===== config.mk =====
export PLATFORM = sky130hd
export DESIGN_NAME = bit_vector_reduce_scan_top
export DESIGN_NICKNAME = d
export VERILOG_FILES = /design/src/sv/bvrs_pkg.sv /design/src/sv/bit_vector_reduce_scan_top.sv /design/src/sv/bvrs_word_unit.sv /design/src/sv/bvrs_accum.sv
export SDC_FILE = /design/constraint.sdc
export NUM_CORES = 1
export LEC_CHECK = 0
export ABC_AREA = 1
export BUFFER_PORTS_ARGS = -buffer_cell sky130_fd_sc_hd__buf_2
export CAP_MARGIN = 20
export CORE_AREA = 2 2 287 289
export DETAILED_ROUTE_END_ITERATION = 16
export DIE_AREA = 0 0 289 291
export GPL_ROUTABILITY_DRIVEN = 1
export PLACE_DENSITY = 0.43
export SLEW_MARGIN = 20
export SYNTH_ARGS = -nofsm -noshare
export SYNTH_HDL_FRONTEND = slang
export SYNTH_HIERARCHICAL = 1
export SYNTH_SLANG_ARGS = --single-unit

===== constraint.sdc =====
create_clock -name clk -period 20.8 [get_ports clk]
set_clock_uncertainty 0.2 [all_clocks]
set_input_delay 5.2 -clock clk [delete_from_list [all_inputs] [get_ports clk]]
set_output_delay 5.2 -clock clk [all_outputs]
set_load 0.01 [all_outputs]

===== src/sv/bvrs_pkg.sv =====
// bvrs_pkg: shared types and constants for the bit vector reduce/scan block
// request and result payload structs, per-word summary struct, opcode enum and fixed field widths
// no dependencies
package bvrs_pkg;

  localparam int WORD_BITS      = 64;
  localparam int VB_BITS        = 7;
  localparam int OUT_COUNT_BITS = 32;
  localparam int ONES_BITS      = $clog2(WORD_BITS + 1);

  localparam logic [OUT_COUNT_BITS-1:0] OUT_COUNT_MAX = '1;

  typedef enum logic [2:0] {
    OP_SUM   = 3'd0,
    OP_ALL   = 3'd1,
    OP_ANY   = 3'd2,
    OP_XOR   = 3'd3,
    OP_XNOR  = 3'd4,
    OP_ASCAN = 3'd5,
    OP_XSCAN = 3'd6,
    OP_NSCAN = 3'd7
  } op_t;

  typedef struct packed {
    op_t                  opcode;
    logic [WORD_BITS-1:0] data_word;
    logic [VB_BITS-1:0]   valid_bits;
    logic                 last_word;
  } in_item_t;

  typedef struct packed {
    logic [WORD_BITS-1:0]      result_word;
    logic [OUT_COUNT_BITS-1:0] result_count;
    logic                      result_last;
  } out_item_t;

  // per-word summary handed from the word logic to the accumulators
  typedef struct packed {
    logic [ONES_BITS-1:0] ones;
    logic                 n_odd;
    logic                 full;
    logic                 nz;
  } word_info_t;

endpackage


===== src/sv/bit_vector_reduce_scan_top.sv =====
// a request is taken into the input register and its result is then loaded into the
// result register, which drives out_data
// throughput: one word per cycle while out_ready does not stall; the popcount and
// log-depth prefix network sit between the input and result registers, with a one-bit
// carry closing the loop; reset (rst_n low, synchronous): both stages empty, counts zero,
// all-ones flag set, scan carry one
module bit_vector_reduce_scan_top #(
  parameter int COUNT_BITS = 32
) (
  input  logic                clk,
  input  logic                rst_n,
  input  logic                in_valid,
  output logic                in_ready,
  input  bvrs_pkg::in_item_t  in_data,
  output logic                out_valid,
  input  logic                out_ready,
  output bvrs_pkg::out_item_t out_data
);
  import bvrs_pkg::*;

  logic      s1_valid_r;
  in_item_t  s1_r;
  logic      out_valid_r;
  out_item_t out_r;

  logic      res_valid;
  out_item_t res;
  logic      out_free;
  logic      adv;

  bvrs_accum #(
    .COUNT_BITS (COUNT_BITS)
  ) u_accum (
    .clk       (clk),
    .rst_n     (rst_n),
    .adv       (adv),
    .item      (s1_r),
    .res_valid (res_valid),
    .res       (res)
  );

  // words that make no result move on even while the result reg is full
  assign out_free  = !out_valid_r || out_ready;
  assign adv       = s1_valid_r && (out_free || !res_valid);
  assign in_ready  = !s1_valid_r || adv;
  assign out_valid = out_valid_r;
  assign out_data  = out_r;

  always_ff @(posedge clk) begin
    if (!rst_n) begin
      s1_valid_r  <= 1'b0;
      out_valid_r <= 1'b0;
    end else begin
      if (in_valid && in_ready) begin
        s1_valid_r <= 1'b1;
      end else if (adv) begin
        s1_valid_r <= 1'b0;
      end
      if (adv && res_valid) begin
        out_valid_r <= 1'b1;
      end else if (out_ready) begin
        out_valid_r <= 1'b0;
      end
    end
  end

  always_ff @(posedge clk) begin
    if (in_valid && in_ready) begin
      s1_r <= in_data;
    end
    if (adv && res_valid) begin
      out_r <= res;
    end
  end

  a_count_only_on_sum: assert property (@(posedge clk) disable iff (!rst_n)
    out_valid_r |-> (out_r.result_count == '0) ||
                    (out_r.result_last && out_r.result_word == '0))
    else $error("count reported on a non-sum result");

  a_result_loaded: assert property (@(posedge clk) disable iff (!rst_n)
    adv && res_valid |=> out_valid_r && (out_r == $past(res)))
    else $error("produced result not captured");

  a_stage_held: assert property (@(posedge clk) disable iff (!rst_n)
    s1_valid_r && !adv |=> s1_valid_r && $stable(s1_r))
    else $error("stalled word lost from input stage");

  a_no_drop: assert property (@(posedge clk) disable iff (!rst_n)
    s1_valid_r && res_valid && !out_free |-> !adv)
    else $error("word advanced into a full result register");

endmodule


===== src/sv/bvrs_word_unit.sv =====
// bvrs_word_unit: combinational per-word logic (valid mask, popcount, prefix scans)
// depends on bvrs_pkg
module bvrs_word_unit (
  input  bvrs_pkg::in_item_t                  item,
  input  logic                                carry_in,
  output logic [bvrs_pkg::WORD_BITS-1:0]      scan_word,
  output logic                                carry_out,
  output bvrs_pkg::word_info_t                info
);
  import bvrs_pkg::*;

  localparam int LEVELS = $clog2(WORD_BITS);
  localparam logic [WORD_BITS-1:0] ONES = '1;

  // element 0 sits in the top bit, so earlier elements are at higher bits
  function automatic logic [WORD_BITS-1:0] prefix_and(input logic [WORD_BITS-1:0] x);
    logic [WORD_BITS-1:0] v;
    v = x;
    for (int lv = 0; lv < LEVELS; lv++) begin
      v = v & ((v >> (1 << lv)) | ~(ONES >> (1 << lv)));
    end
    return v;
  endfunction

  function automatic logic [WORD_BITS-1:0] prefix_xor(input logic [WORD_BITS-1:0] x);
    logic [WORD_BITS-1:0] v;
    v = x;
    for (int lv = 0; lv < LEVELS; lv++) begin
      v = v ^ (v >> (1 << lv));
    end
    return v;
  endfunction

  logic [VB_BITS-1:0]   n;
  logic [WORD_BITS-1:0] mask;
  logic [WORD_BITS-1:0] d;
  logic [WORD_BITS-1:0] inv_d;

  always_comb begin
    n     = (item.valid_bits > VB_BITS'(WORD_BITS)) ? VB_BITS'(WORD_BITS) : item.valid_bits;
    mask  = ~(ONES >> n);
    d     = item.data_word & mask;
    inv_d = d ^ mask;

    info.ones  = ONES_BITS'($countones(d));
    info.n_odd = n[0];
    info.full  = (d == mask);
    info.nz    = (d != '0);

    unique case (item.opcode)
      OP_ASCAN: begin
        scan_word = carry_in ? (prefix_and(d | ~mask) & mask) : '0;
        carry_out = carry_in & info.full;
      end
      OP_XSCAN: begin
        scan_word = (prefix_xor(d) ^ {WORD_BITS{carry_in}}) & mask;
        carry_out = carry_in ^ (^d);
      end
      OP_NSCAN: begin
        // xnor chain equals xor over inverted bits
        scan_word = (prefix_xor(inv_d) ^ {WORD_BITS{carry_in}}) & mask;
        carry_out = carry_in ^ (^inv_d);
      end
      default: begin
        scan_word = '0;
        carry_out = carry_in;
      end
    endcase
  end

endmodule


===== src/sv/bvrs_accum.sv =====
// bvrs_accum: per-vector accumulators, scan carry and result formation
// depends on bvrs_pkg and bvrs_word_unit
module bvrs_accum #(
  parameter int COUNT_BITS = 32
) (
  input  logic                 clk,
  input  logic                 rst_n,
  input  logic                 adv,
  input  bvrs_pkg::in_item_t   item,
  output logic                 res_valid,
  output bvrs_pkg::out_item_t  res
);
  import bvrs_pkg::*;

  localparam int EXT_BITS = (COUNT_BITS > OUT_COUNT_BITS) ? COUNT_BITS : OUT_COUNT_BITS;

  logic [COUNT_BITS-1:0] ones_total_r;
  logic                  all_ones_r;
  logic                  any_one_r;
  logic                  ones_par_r;
  logic                  bits_par_r;
  logic                  scan_carry_r;
  logic                  in_vector_r;

  logic                  carry_in;
  logic                  carry_out;
  logic [WORD_BITS-1:0]  scan_word;
  word_info_t            info;
  logic                  is_scan;
  logic [COUNT_BITS:0]   sum_w;
  logic [COUNT_BITS-1:0] ones_total_nxt;
  logic                  all_ones_nxt;
  logic                  any_one_nxt;
  logic                  ones_par_nxt;
  logic                  bits_par_nxt;
  logic [EXT_BITS-1:0]   ones_ext;
  logic [OUT_COUNT_BITS-1:0] count_out;
  logic                  red_bit;

  // the carry is reloaded at the first word of every vector
  assign carry_in = in_vector_r ? scan_carry_r : (item.opcode != OP_XSCAN);

  bvrs_word_unit u_word (
    .item      (item),
    .carry_in  (carry_in),
    .scan_word (scan_word),
    .carry_out (carry_out),
    .info      (info)
  );

  always_comb begin
    is_scan        = (item.opcode == OP_ASCAN) || (item.opcode == OP_XSCAN) ||
                     (item.opcode == OP_NSCAN);
    sum_w          = {1'b0, ones_total_r} + (COUNT_BITS + 1)'(info.ones);
    ones_total_nxt = sum_w[COUNT_BITS] ? '1 : sum_w[COUNT_BITS-1:0];
    all_ones_nxt   = all_ones_r & info.full;
    any_one_nxt    = any_one_r | info.nz;
    ones_par_nxt   = ones_par_r ^ info.ones[0];
    bits_par_nxt   = bits_par_r ^ info.n_odd;
    ones_ext       = EXT_BITS'(ones_total_nxt);
    count_out      = (ones_ext > EXT_BITS'(OUT_COUNT_MAX)) ? OUT_COUNT_MAX
                                                            : ones_ext[OUT_COUNT_BITS-1:0];

    unique case (item.opcode)
      OP_ALL:  red_bit = all_ones_nxt;
      OP_ANY:  red_bit = any_one_nxt;
      OP_XOR:  red_bit = ones_par_nxt;
      OP_XNOR: red_bit = ~(ones_par_nxt ^ bits_par_nxt);
      default: red_bit = 1'b0;
    endcase

    res_valid = is_scan || item.last_word;
    if (is_scan) begin
      res.result_word  = scan_word;
      res.result_count = '0;
    end else begin
      res.result_word  = WORD_BITS'(red_bit);
      res.result_count = (item.opcode == OP_SUM) ? count_out : '0;
    end
    res.result_last = item.last_word;
  end

  always_ff @(posedge clk) begin
    if (!rst_n) begin
      ones_total_r <= '0;
      all_ones_r   <= 1'b1;
      any_one_r    <= 1'b0;
      ones_par_r   <= 1'b0;
      bits_par_r   <= 1'b0;
      scan_carry_r <= 1'b1;
      in_vector_r  <= 1'b0;
    end else if (adv) begin
      scan_carry_r <= is_scan ? carry_out : carry_in;
      if (item.last_word) begin
        ones_total_r <= '0;
        all_ones_r   <= 1'b1;
        any_one_r    <= 1'b0;
        ones_par_r   <= 1'b0;
        bits_par_r   <= 1'b0;
        in_vector_r  <= 1'b0;
      end else begin
        ones_total_r <= ones_total_nxt;
        all_ones_r   <= all_ones_nxt;
        any_one_r    <= any_one_nxt;
        ones_par_r   <= ones_par_nxt;
        bits_par_r   <= bits_par_nxt;
        in_vector_r  <= 1'b1;
      end
    end
  end

endmodule

==> metrics <==
Cell Pwr Density around 160 mW/mm2; Async SR Flop Fraction 0%; initial antenna violation count 0; post-synthesis register bit count 212; final setup TNS 0 ns; Hold Buf Count CTS 0; Gate power share 77.2%; clock network power share 11.0%; Internal roughly 0.0020 W; Slew HR 22.0%; Antenna Nets Post-Route 0; Max Clk Rate approximately 91 MHz; Vias/cell ~5; total setup buffers inserted after CTS 0; Synth cell types 60; design area ~0.027 mm2; die area 0.0841 mm2; layout cells sized above 1 roughly 9.7%; Slowest cell on crit path buf_2; # setup viols final 0; Root Driver clkbuf_16; Worst-Margin Slew approximately 1.2 ns; Cell Chain, Critical Path buf_2 > inv_1 > nand4_2 > buf_2; data required time of the worst path ~15 ns; Sw Pwr roughly 0.0024 W; Compound-Gate Fraction of Synth Area about 5.2%; clock-pin transition on the worst setup and hold timing paths ~0.06 ns; first-pass GRT wire length approximately 160000 um; dpl ws between 9 and 10 ns; DRT Pass-1 Iters 6; final hold viol count 0; Worst Setup EP in_ready; total gr overflow 0; PortBufs 177; unrepaired setup endpoints after global routing no; Die Ht a little under 300 um; worst setup margin 9.77 ns; switching part of the total a little over half; largest net degree at the start of global routing between 60 and 70; Min-Delay Path Depth 2; crit start category input pin; # H-tree levels 1; XOR/XNOR Fraction of Synth Area under 10%; total number of vias between 20000 and 25000; Register-to-Register Path Depth 35; # IOs 178; Arr. time, crit path between 5 and 6 ns; syn_nets ~4000; Starting Density between 20% and 30%; row count 105; VDD IR max 304 uV; Placed Area ~0.026 mm2; number of remaining DRC errors 0; Post-Synth Simple-Gate Area 42.7%; Syn Area/Cell ~6.3 um2; number of max-cap violations 0; sequential area share after synthesis 24.7%; status finished, final reports clean; CP endpoint kind primary output; CTS tree yes; worst min path class register to register; maximum single-stage delay on the critical path roughly 0.16 ns; total wire length ~110000 um; PostCTS Resize Cnt 0; Ys Warns 6; total CTS buffers 27; Post-synth EDFFs around 170; post-synthesis adder-cell area fraction 9.07%; Die W around 290 um; share of the clock period used by the worst path 53.0%; post-synthesis mux area share less than 1%; Reg power frac about an eighth; Tot GR Track Use around a quarter; CTS sink count ~210; total core area 0.0812 mm2; WL/cell ~21 um; worst reg-to-reg setup slack 10.53 ns; worst-skew pair later-pin latency roughly 0.6 ns; Synth Cell Area 0.0241 mm2; main combinational cell family by area after synthesis simple AND/OR/NAND/NOR gates; leakage power roughly 13 nW; R2R Path Start s1_r[7]$_DFFE_PP_; Post-DP HPWL ~90000 um; reg2reg end out_data[14]$_DFFE_PP_; drt initial violations about 2100; Layout Utilization between 30% and 40%; Layout Nets 4182; Slew Viols, Final 0; Max Root-Sink Buffers 3; critical path launch point out_ready; crit path kind input pin to primary output; diode count 0; Post-Synthesis Cells between 3000 and 4000; Final GP Congestion ~1.1; Tmin final 11.03 ns; Layout fillers 9175; vias in the first global route roughly 23000; most used cell, CP buf_2; Most used DFF post-synth edfxtp_1; Worst Path Max Fanout 3; Layout area overhead 11.9%
-- power groups by stage --
stage	sequential, W	combinational (W)	clock [W]
finish	0.000521	0.00340	0.000484
global route	0.000524	0.00386	0.000519
CTS	0.000522	0.00343	0.000505
detailed placement	0.000530	0.00340	0
global placement	0.000531	0.00341	0
floorplan	0.000528	0.00251	0
-- critical path, delay by kind of cell --
kind / cells / cell delay [ns]
and+or+nand+nor: 1 / 0.10
buffers and inverters: 3 / 0.33
-- cell usage after synthesis, drive strengths merged, types with 3 or more instances --
cell / n / area [um2]
buf: 37 / 243
o21ai: 95 / 505
nand2: 1749 / 6750
ha: 87 / 1090
o41ai: 4 / 35.0
nor3: 23 / 136
xor2: 98 / 873
nor2: 255 / 1060
o211ai: 6 / 45.0
o21a: 3 / 22.5
xnor2: 161 / 1410
inv: 456 / 1720
nor4: 8 / 50.1
a31oi: 8 / 50.1
a21oi: 82 / 425
dfxtp: 40 / 801
fa: 55 / 1100
edfxtp: 172 / 5160
nand3: 304 / 1600
o32ai: 7 / 61.3
nand4: 70 / 463
o22ai: 6 / 37.5
or2: 12 / 75.1
nand3b: 17 / 128
clkbuf: 41 / 154
-- cells by family (layout without fill, tap and decap cells) --
| family | after synthesis | in the layout |
|---|---|---|
| DFF | 212 | 212 |
| adders and majority gates | 142 | 142 |
| buffers and inverters | 536 | 703 |
| AOI/OAI and AO/OA | 220 | 220 |
| xor gates and xnor gates | 259 | 259 |
| muxes | 2 | 2 |
| and+or+nand+nor | 2444 | 2444 |
-- cell type report --
type                            instances  area [um2]  area share, %
Inverter                              458        1730           6.41
Tap cell                             1070        1340           4.96
Timing Repair Buffer                  195        1020           3.78
Sequential cell                       212        5970           22.1
Clock buffer                           37         713           2.64
Clock inverter                         13         168          0.621
Multi-Input combinational cell       3067       16100           59.5
-- flip-flops by register name (all words and copies together), names as in the netlist --
register              flops
out_valid                 1
u_accum/in_vector_r       1
s1_r                     75
s1_valid_r                1
u_accum/any_one_r         1
out_data                 97
u_accum/ones_par_r        1
u_accum/all_ones_r        1
u_accum/bits_par_r        1
u_accum/scan_carry_r      1
u_accum/ones_total_r     32
-- layer usage --
| layer | track usage (%) | share of wire (%) | vias up |
|---|---|---|---|
| met3 | 2.93 | 5.2 | 142 |
| li1 | - | - | 12300 |
| met1 | 33.4 | 44 | 11400 |
| met5 | 0 | 0 | - |
| met2 | 42.3 | 46 | 678 |
| met4 | 9.40 | 4.5 | 0 |
-- stage by stage --
| stage | power, W | instances | hold WS (ns) |
|---|---|---|---|
| floorplan | 0.00304 | 3815 | 0.246 |
| global placement | 0.00394 | 5002 | 0.269 |
| detailed placement | 0.00393 | 5002 | 0.266 |
| CTS | 0.00445 | 5052 | 0.275 |
| global route | 0.00490 | 5052 | 0.301 |
| finish | 0.00440 | 5052 | 0.276 |
-- worst min-delay path by stage --
stage | from | to | slack [ns]
floorplan | u_accum/all_ones_r$_SDFFE_PN1P_ | u_accum/all_ones_r$_SDFFE_PN1P_ | 0.25
global placement | u_accum/all_ones_r$_SDFFE_PN1P_ | u_accum/all_ones_r$_SDFFE_PN1P_ | 0.27
detailed placement | u_accum/ones_total_r[6]$_SDFFE_PN0P_ | u_accum/ones_total_r[6]$_SDFFE_PN0P_ | 0.27
CTS | u_accum/ones_total_r[6]$_SDFFE_PN0P_ | u_accum/ones_total_r[6]$_SDFFE_PN0P_ | 0.28
global route | s1_r[0]$_DFFE_PP_ | out_data[0]$_DFFE_PP_ | 0.30
finish | u_accum/ones_total_r[6]$_SDFFE_PN0P_ | u_accum/ones_total_r[6]$_SDFFE_PN0P_ | 0.28
-- cell usage in the layout (no fill, tap or decap), types with 78 or more instances in the layout --
cell / count
xnor2_1: 161
ha_1: 87
nor2_1: 231
nand3_1: 292
a21oi_1: 78
nand2_1: 1693
xor2_1: 96
edfxtp_1: 172
buf_2: 177
inv_1: 426
Power figures use the tool's default switching activity.
